--- src/srf_pkg.sv ---
`timescale 1ns / 1ps
// shared types and constants of the sliding rank filter
package srf_pkg;

    localparam int WINDOW_MAX_DEF = 16;
    localparam int DATA_W         = 16;
    localparam int WS_W           = 5;
    localparam int RANK_W         = 4;
    localparam int CFG_IDX_W      = 1;
    localparam int CFG_DATA_W     = 5;

    typedef logic signed [DATA_W-1:0] t_sample;

    typedef enum logic [CFG_IDX_W-1:0] {
        CFG_WINDOW_SIZE = 1'b0,
        CFG_RANK        = 1'b1
    } t_cfg_idx;

    typedef enum logic [2:0] {
        ST_IDLE = 3'b001,
        ST_RUN  = 3'b010,
        ST_DONE = 3'b100
    } t_state;

    // control broadcast to every cell of the chain
    typedef struct packed {
        logic load;
        logic step;
    } t_cell_ctrl;

endpackage

--- src/srf_cell.sv ---
`timescale 1ns / 1ps
// one window entry with its travelling copy and stable-rank counter
module srf_cell #(
    parameter int WINDOW_MAX = 16,
    parameter int CELL_IDX   = 0,
    localparam int PW        = $clog2(WINDOW_MAX),
    localparam int NW        = $clog2(WINDOW_MAX + 1)
) (
    input  logic               i_clk,
    input  logic               i_rst_n,
    input  srf_pkg::t_cell_ctrl i_ctrl,
    input  srf_pkg::t_sample   i_sample,
    input  logic [PW-1:0]      i_wr_pos,
    input  logic [NW-1:0]      i_n_act,
    input  logic [PW-1:0]      i_rank,
    input  srf_pkg::t_sample   i_trav,
    input  logic [PW-1:0]      i_tag,
    output srf_pkg::t_sample   o_trav,
    output logic [PW-1:0]      o_tag,
    output srf_pkg::t_sample   o_sel
);
    import srf_pkg::*;

    t_sample       r_home;
    t_sample       r_trav;
    logic [PW-1:0] r_tag;
    logic [PW-1:0] r_cnt;

    logic w_wr;
    logic w_tag_in;
    logic w_before;
    logic w_active;

    assign w_wr     = i_ctrl.load && (i_wr_pos == PW'(CELL_IDX));
    assign w_tag_in = NW'(r_tag) < i_n_act;
    // ties are broken by index, as a stable sort would place them
    assign w_before = (r_trav < r_home) ||
                      ((r_trav == r_home) && (r_tag < PW'(CELL_IDX)));
    assign w_active = NW'(CELL_IDX) < i_n_act;

    always_ff @(posedge i_clk) begin
        if (!i_rst_n) begin
            r_home <= '0;
        end else if (w_wr) begin
            r_home <= i_sample;
        end
    end

    always_ff @(posedge i_clk) begin
        if (i_ctrl.load) begin
            r_trav <= w_wr ? i_sample : r_home;
            r_tag  <= PW'(CELL_IDX);
            r_cnt  <= '0;
        end else if (i_ctrl.step) begin
            if (w_tag_in && w_before) begin
                r_cnt <= r_cnt + 1'b1;
            end
            r_trav <= i_trav;
            r_tag  <= i_tag;
        end
    end

    assign o_trav = r_trav;
    assign o_tag  = r_tag;
    assign o_sel  = (w_active && (r_cnt == i_rank)) ? r_home : '0;

endmodule

--- src/sliding_rank_filter.sv ---
`timescale 1ns / 1ps
// sliding-window rank-order filter: an accepted item is written into its cell, the copies of
// the window circulate once round the ring of cells in ST_RUN, one hop per step, and ST_DONE
// loads the result into the output register once it is free; no new item is taken until then
// synchronous active-low reset clears the window to zeros, the write position to zero,
// window size to 5 and rank to 2; the block takes items in the cycle after reset
module sliding_rank_filter #(
    parameter int WINDOW_MAX = srf_pkg::WINDOW_MAX_DEF
) (
    input  logic                          i_clk,
    input  logic                          i_rst_n,
    input  logic                          i_s_axis_tvalid,
    output logic                          o_s_axis_tready,
    input  logic [srf_pkg::DATA_W-1:0]    i_s_axis_tdata,   // [15:0] sample
    output logic                          o_m_axis_tvalid,
    input  logic                          i_m_axis_tready,
    output logic [srf_pkg::DATA_W-1:0]    o_m_axis_tdata,   // [15:0] selected
    input  logic                          i_cfg_we,
    input  logic [srf_pkg::CFG_IDX_W-1:0] i_cfg_idx,
    input  logic [srf_pkg::CFG_DATA_W-1:0] i_cfg_data
);
    import srf_pkg::*;

    localparam int PW = $clog2(WINDOW_MAX);
    localparam int NW = $clog2(WINDOW_MAX + 1);

    logic [WS_W-1:0]   r_window_size;
    logic [RANK_W-1:0] r_rank;
    logic [PW-1:0]     r_wr_pos;
    logic [PW-1:0]     r_step;
    t_state            r_state;
    t_state            n_state;
    logic              r_out_valid;
    t_sample           r_out_data;

    logic [NW-1:0] w_n_act;
    logic [PW-1:0] w_rank;
    logic          w_accept;
    logic          w_out_free;
    t_cell_ctrl    w_ctrl;
    t_sample       w_sel_or;

    t_sample       w_trav [WINDOW_MAX];
    logic [PW-1:0] w_tag  [WINDOW_MAX];
    t_sample       w_sel  [WINDOW_MAX];

    // configuration
    always_ff @(posedge i_clk) begin
        if (!i_rst_n) begin
            r_window_size <= WS_W'(5);
            r_rank        <= RANK_W'(2);
        end else if (i_cfg_we) begin
            unique case (t_cfg_idx'(i_cfg_idx))
                CFG_WINDOW_SIZE: r_window_size <= i_cfg_data[WS_W-1:0];
                CFG_RANK:        r_rank        <= i_cfg_data[RANK_W-1:0];
                default:         ;
            endcase
        end
    end

    // active window size and clamped rank
    always_comb begin
        if (r_window_size == '0) begin
            w_n_act = NW'(1);
        end else if (32'(r_window_size) > 32'(WINDOW_MAX)) begin
            w_n_act = NW'(WINDOW_MAX);
        end else begin
            w_n_act = NW'(r_window_size);
        end
        if (32'(r_rank) >= 32'(w_n_act)) begin
            w_rank = PW'(w_n_act - 1'b1);
        end else begin
            w_rank = PW'(r_rank);
        end
    end

    assign w_accept        = i_s_axis_tvalid && (r_state == ST_IDLE);
    assign o_s_axis_tready = (r_state == ST_IDLE);
    assign w_out_free      = !r_out_valid || i_m_axis_tready;
    assign w_ctrl.load     = w_accept;
    assign w_ctrl.step     = (r_state == ST_RUN);

    always_comb begin
        n_state = r_state;
        unique case (r_state)
            ST_IDLE: if (w_accept) n_state = ST_RUN;
            ST_RUN:  if (r_step == PW'(WINDOW_MAX - 1)) n_state = ST_DONE;
            ST_DONE: if (w_out_free) n_state = ST_IDLE;
            default: n_state = ST_IDLE;
        endcase
    end

    always_ff @(posedge i_clk) begin
        if (!i_rst_n) begin
            r_state  <= ST_IDLE;
            r_wr_pos <= '0;
            r_step   <= '0;
        end else begin
            r_state <= n_state;
            if (w_accept) begin
                r_step <= '0;
                // wraps also when the window was shrunk below the write position
                if (32'(r_wr_pos) + 32'd1 >= 32'(w_n_act)) begin
                    r_wr_pos <= '0;
                end else begin
                    r_wr_pos <= r_wr_pos + 1'b1;
                end
            end else if (r_state == ST_RUN) begin
                r_step <= r_step + 1'b1;
            end
        end
    end

    // ring of cells, each copy moves one cell along per step
    for (genvar g = 0; g < WINDOW_MAX; g++) begin : g_cell
        localparam int PREV = (g + WINDOW_MAX - 1) % WINDOW_MAX;
        srf_cell #(
            .WINDOW_MAX (WINDOW_MAX),
            .CELL_IDX   (g)
        ) u_cell (
            .i_clk    (i_clk),
            .i_rst_n  (i_rst_n),
            .i_ctrl   (w_ctrl),
            .i_sample (t_sample'(i_s_axis_tdata)),
            .i_wr_pos (r_wr_pos),
            .i_n_act  (w_n_act),
            .i_rank   (w_rank),
            .i_trav   (w_trav[PREV]),
            .i_tag    (w_tag[PREV]),
            .o_trav   (w_trav[g]),
            .o_tag    (w_tag[g]),
            .o_sel    (w_sel[g])
        );
    end

    // exactly one active cell holds the wanted rank, the rest give zero
    always_comb begin
        w_sel_or = '0;
        for (int i = 0; i < WINDOW_MAX; i++) begin
            w_sel_or = w_sel_or | w_sel[i];
        end
    end

    always_ff @(posedge i_clk) begin
        if (!i_rst_n) begin
            r_out_valid <= 1'b0;
        end else if ((r_state == ST_DONE) && w_out_free) begin
            r_out_valid <= 1'b1;
        end else if (i_m_axis_tready) begin
            r_out_valid <= 1'b0;
        end
    end

    always_ff @(posedge i_clk) begin
        if ((r_state == ST_DONE) && w_out_free) begin
            r_out_data <= w_sel_or;
        end
    end

    assign o_m_axis_tvalid = r_out_valid;
    assign o_m_axis_tdata  = r_out_data;

endmodule

--- config.mk ---
export PLATFORM = sky130hd
export DESIGN_NAME = sliding_rank_filter
export DESIGN_NICKNAME = d
export VERILOG_FILES = /design/src/srf_pkg.sv /design/src/srf_cell.sv /design/src/sliding_rank_filter.sv
export SDC_FILE = /design/constraint.sdc
export NUM_CORES = 2
export LEC_CHECK = 0
export BUFFER_PORTS_ARGS = -buffer_cell sky130_fd_sc_hd__buf_4
export CAP_MARGIN = 10
export CORE_MARGIN = 10
export CORE_UTILIZATION = 45
export DETAILED_ROUTE_END_ITERATION = 8
export HOLD_SLACK_MARGIN = 0.1
export PLACE_DENSITY = 0.72
export RECOVER_POWER = 100
export SETUP_SLACK_MARGIN = 0.02
export SLEW_MARGIN = 15
export SYNTH_ARGS = -nofsm -noshare
export SYNTH_HDL_FRONTEND = slang
export SYNTH_HIERARCHICAL = 1
export SYNTH_SLANG_ARGS = --single-unit
--- constraint.sdc ---
create_clock -name i_clk -period 5.2 [get_ports i_clk]
set_clock_uncertainty 0.15 [all_clocks]
set_input_delay 0 -clock i_clk [delete_from_list [all_inputs] [get_ports i_clk]]
set_output_delay 0 -clock i_clk [all_outputs]
set_load 0.02 [all_outputs]
Word level (Yosys, flattened, before mapping)
Cells that the tools add are included.
{ "totals": {"wordCells": 411, "n_memories": 0, "latch_bits": 0, "mem_bits_rw": 0, "regBits": 677, "input_bits": 27, "mem_bits_ro": 0} }
{ "classes": {"n_bitwise": 17, "eq_ne": 54, "div": 0, "shift": 0, "n_mux": 74, "n_reduce_logical": 108, "addsub": 20, "order_cmp": 67, "multipliers": 0} }
{ "ops": {"columns": ["operator", "n"], "rows": [
  ["two-way mux 16 bit", 64],
  ["== test 16 bit", 16],
  ["less-than comparator 16 bit", 16],
  ["OR 16 bit", 15],
  ["less-than comparator 4 x 5 -> 1 bit", 16],
  ["adder 4 x 1 -> 4 bit, second input constant", 18],
  ["logical AND 1 bit", 66],
  ["== test 4 bit", 16],
  ["less-than comparator 4 x 5 -> 1 bit, first input constant", 8],
  ["== test 4 bit, second input constant", 9],
  ["AND reduction 2 bit", 18],
  ["less-than comparator 4 bit, second input constant", 8],
  ["less-than comparator 3 x 5 -> 1 bit, first input constant", 4],
  ["logical OR 1 bit", 17],
  ["== test 4 x 3 -> 1 bit, second input constant", 4],
  ["less-than comparator 4 x 3 -> 1 bit, second input constant", 4],
  ["less-than comparator 1 x 5 -> 1 bit, first input constant", 2],
  ["less-than comparator 2 x 5 -> 1 bit, first input constant", 2],
  ["two-way mux 5 bit", 2],
  ["two-way mux 3 bit", 3],
  ["one-hot mux 3 bit (3 select lines)", 1],
  ["== test 4 x 2 -> 1 bit, second input constant", 2],
  ["less-than comparator 4 x 1 -> 1 bit, second input constant", 2],
  ["less-than comparator 4 x 2 -> 1 bit, second input constant", 2],
  ["20 further kinds", 25]
]} }

Longest topological paths before layout
{ "depth": {"ltp_word": 23, "mapped_depth": 16, "depth_no_buf": 14} }

Hierarchy
The synthesis kept the hierarchy.
{ "modules_own_cells": {"columns": ["mod", "area_each_um2", "cells_each", "seq_area_each_um2", "n_inst"], "rows": [
  ["srf_cell (g_cell[9].u_cell)", 2383.5, 244, 960.9, 1],
  ["srf_cell (g_cell[6].u_cell)", 2354.8, 241, 960.9, 1],
  ["srf_cell (g_cell[14].u_cell)", 2352.3, 242, 960.9, 1],
  ["srf_cell (g_cell[10].u_cell)", 2347.3, 244, 960.9, 1],
  ["srf_cell (g_cell[0].u_cell)", 2343.5, 254, 960.9, 1],
  ["srf_cell (g_cell[3].u_cell)", 2341.0, 241, 960.9, 1],
  ["srf_cell (g_cell[5].u_cell)", 2323.5, 243, 960.9, 1],
  ["srf_cell (g_cell[12].u_cell)", 2312.2, 240, 960.9, 1],
  ["srf_cell (g_cell[15].u_cell)", 2294.7, 243, 960.9, 1],
  ["srf_cell (g_cell[4].u_cell)", 2294.7, 232, 960.9, 1],
  ["srf_cell (g_cell[7].u_cell)", 2287.2, 236, 960.9, 1],
  ["srf_cell (g_cell[13].u_cell)", 2263.4, 235, 960.9, 1],
  ["srf_cell (g_cell[11].u_cell)", 2259.7, 236, 960.9, 1],
  ["srf_cell (g_cell[1].u_cell)", 2259.7, 238, 960.9, 1],
  ["3 more rows", null, null, null, null]
]} }

Worst setup path before layout
Ideal clock, no wire load.
{ "synth_path": {"path_type": "reg-to-reg", "start": "register r_window_size[1]", "end": "register r_out_data[10] (netlist: o_m_axis_tdata[10]), data pin", "t_arrival_ns": 4.762, "synth_period_minus_slack_ns": 5.184, "stages_incl_launch_ff": 16, "path_slack_ns": 0.016, "path_buffers": 2, "path_cell_list": "dfxtp_1 > nor3_1 > nor2_1 > nor2_1 > ha_1 > nand2b_1 > a2111oi_1 > or4_1 > buf_2 > mux2i_1 > xnor2_1 > nand3_1 > clkbuf_1 > nor4_1 > nor4_1 > nand4_1"} }
{ "synth_lines": {"columns": ["item", "line_no", "text"], "rows": [
  ["start, declared", "sliding_rank_filter.sv:27", "logic [WS_W-1:0] r_window_size;"],
  ["start signal, assigned", "sliding_rank_filter.sv:54", "CFG_WINDOW_SIZE: r_window_size <= i_cfg_data[WS_W-1:0];"],
  ["end signal, assigned", "sliding_rank_filter.sv:156", "r_out_data <= w_sel_or;"],
  ["end, declared", "sliding_rank_filter.sv:34", "t_sample r_out_data;"]
]} }

==> out/metrics.yaml <==
grt:
  grt_pass1_wl_um: 187900
  grt_max_degree: 195
  grt_pass1_vias: 29906
  grt.overflow.total: 0
  use_met2_pct: 38.16
  met1_usage_pct: 33.35
  antenna_found_initial: 5
  busiest_layer: "met2"
  track_usage_pct: 24.72
  use_met3_pct: 4.145
floorplan:
  dieArea_um2: 99130
  initial_core_util_pct: 45.24
  rows: 108
  die-width_um: 314.9
  core_um2: 86480
  ios: 45
  die_y_um: 314.9
yosys:
  synthTopCellsByCount: "dfxtp_1, a21oi_1, nor2_1"
  yosysSeqAreaShare_pct: 41.60
  yosysMostFrequentCell: "dfxtp_1"
  avgSynthCellArea_um2: 9.596
  synth.top_cell.area_share_pct: 20.88
  postSynthCellCount: 4077
  yosys.area.top_type: "edfxtp_1"
  synth-async-reset-ratio_pct: 0
  synth_area_um2: 39120
  yosys-top-cells-area: "edfxtp_1, dfxtp_1, ha_1"
  synth_cell_types: 105
  ys_ff_latch: 677
  syn_nets: 4435
  yosys_warnings: 6
  synth_edf_count: 272
  synth_ff_type: "dfxtp_1"
worst_setup_path:
  crit_type: "reg -> reg"
  setup.worst_path.start_class: "register"
  arrival_ns: 5.10
  max_stage_delay_ns: 0.88
  crit_top_cell: "buf_4"
  crit_slowest_cell: "nor4_1"
  critPathCaptureType: "register"
  crit_required_ns: 5.40
  r2r-start: "r_window_size[1]"
  reg2reg_depth: 15
  regToRegSetupSlack_ns: 0.30
  reg2reg_to: "o_m_axis_tdata[1]"
  crit_fanout: 16
  crit_chain: "nor3_1 > nor2_1 > nor2_2 > ha_1 > nand2b_1 > a2111oi_0 > or4_1 > mux2i_4 > buf_4 > xor2_1 > a311oi_1 > buf_4 > and2_0 > nor4_1 > nand4_1"
sta:
  fin_crit_sh_pct: 94.15
  post-route-min-period_ns: 4.896
  tightest_slew_ns: 2.261
  report.final.slew_viol_count: 616
  slew_headroom_pct: -50.71
  finalHoldViolCount: 0
  fmax_ghz: 0.2043
  rsz0062_at_grt: "false"
  finalWorstSetupSlack_ns: 0.3043
  hold_ws_ns: 0.1170
  finalSetupTns_ns: 0
  finalSetupViolations: 0
clock_network:
  path_clk_slew_ns: 0.07
  clockRootBuffer: "clkbuf_16"
  cts_sinks: 677
  clockBufferDepth: 3
  cts_made_buffers: 76
  cts_max_level: 3
  cts_setup_buffers: 0
  ctsHoldBuffers: 44
  cts_tree: "built"
  clk_latency_ns: 0.63
  cts_resized: 0
min_path:
  hold_start: "i_m_axis_tready"
  hp-class: "in -> reg"
  whs_endpoint: "o_m_axis_tvalid"
  hold_depth: 4
place:
  pre_cts_ws_ns: 0.5768
  gp_congestion: 1.002
  io_buffers: 44
  dp_hpwl_um: 90280
detailed_routing:
  route.detailed.drc: 0
  wl_um: 125800
  vias: 31253
  avgRoutedWirePerCell_um: 23.46
  ant_nets: 0
  viasPerCell: 5.826
  drt_iter0_drc: 3504
  first_pass_iters: 5
layout:
  area_delta_synth_final_pct: 11.00
  layout.nets: 4503
  drive_gt1_share_pct: 6.773
power_and_ir_drop:
  peakVddDrop_v: 0.0002966
  power_leakage_nw: 17.56
  p_per_area_nw_per_um2: 319.1
outcome:
  status: "complete, but fails checks"
  violations: "capacitance limit, slew limit"
flow_run:
  maxCapViolCount: 8
==> worst max path at each step <==
| stage | from | to | slack [ns] | cells after the start |
|---|---|---|---|---|
| after global placement | r_window_size[1] | o_m_axis_tdata[1] | 0.65 | 15 |
| after CTS | r_window_size[1] | o_m_axis_tdata[1] | 0.57 | 15 |
| after floorplan | r_window_size[1] | o_m_axis_tdata[10] | 0.41 | 15 |
| after global routing | r_state[0] | g_cell[3].u_cell/o_trav[12] | 0.09 | 7 |
| after detailed placement | r_window_size[1] | o_m_axis_tdata[1] | 0.58 | 15 |
| final | r_window_size[1] | o_m_axis_tdata[1] | 0.30 | 15 |
==> layout make-up <==
cell class / count / area (um^2)
Antenna cell: 1 / 2.502
Clock buffer: 103 / 2167
Clock inverter: 38 / 371.6
Fill cell: 7950 / 43060
Inverter: 355 / 1340
Multi-Input combinational cell: 2885 / 20700
Sequential cell: 677 / 16280
Tap cell: 1155 / 1445
Timing Repair Buffer: 150 / 1125
==> state kept, by name (all words and copies together), names as in the netlist, 3 cells and up <==
signal                flops
g_cell.u_cell/r_cnt      64
g_cell.u_cell/r_home    256
g_cell.u_cell/o_tag      64
r_window_size             5
r_wr_pos                  4
r_rank                    4
g_cell.u_cell/o_trav    256
o_m_axis_tdata           16
r_step                    4
r_state                   3
==> through the flow <==
| step | util (%) | instance area (um^2) | instances | power (mW) |
|---|---|---|---|---|
| 2_1_floorplan | - | 39130 | 4077 | 7.607 |
| 3_3_place_gp | 47.05 | 40690 | 5178 | 8.292 |
| 3_5_place_dp | 47.05 | 40690 | 5178 | 8.339 |
| 4_1_cts | 50.50 | 43670 | 5363 | 13.87 |
| 5_1_grt | 50.21 | 43420 | 5363 | 14.35 |
| 6_report | 50.21 | 43430 | 5364 | 13.86 |
==> per-layer routing <==
layer	share of wire (%)	routed length [um]
met1	42	53270
met2	44	54870
met3	8.5	10730
met4	5.5	6922
met5	0.019	24
==> placed cells by master, fill, tap and decap left out, drive strengths merged, types with 8 or more instances in the layout <==
master	n
nor3	84
xnor2	59
xor2	12
nand3	69
o21ai	70
a31oi	15
nor2	362
nand2b	41
nand2	102
nor3b	11
buf	64
o31ai	11
o211ai	12
dlygate4sd3	44
a21oi	392
or2	18
clkinv	24
ha	331
mux2i	334
nor4	122
a21o	38
clkbuf	145
nor2b	355
dfxtp	405
and3	14
mux2	35
inv	360
a21boi	8
a211o	35
and2	148
or4	16
a2111oi	10
edfxtp	272
nand4	90
a211oi	12
or3	9
==> power breakdown <==
| group | internal (mW) | switching [mW] |
|---|---|---|
| clock | 3.24 | 2.31 |
| combinational | 0.767 | 1.37 |
| sequential | 5.92 | 0.252 |
| total | 9.92 | 3.94 |
==> cell families after synthesis <==
kind of cell	share of synthesized area [%]
AOI/OAI and AO/OA	10.29
DFF	41.60
buffers and inverters	5.322
and+or+nand+nor	20.97
muxes	9.640
xor gates and xnor gates	1.590
adders and majority gates	10.59
==> worst max-delay path: cells and delay by family (launching register included) <==
| family | cells | cell delay, ns |
|---|---|---|
| compound gates | 2 | 0.45 |
| xor+xnor | 1 | 0.16 |
| fa+ha+maj | 1 | 0.23 |
| buf+inv | 2 | 0.51 |
| flops | 1 | 0.34 |
| mux | 1 | 0.57 |
| simple gates | 8 | 2.18 |
Power figures use the tool's default switching activity.
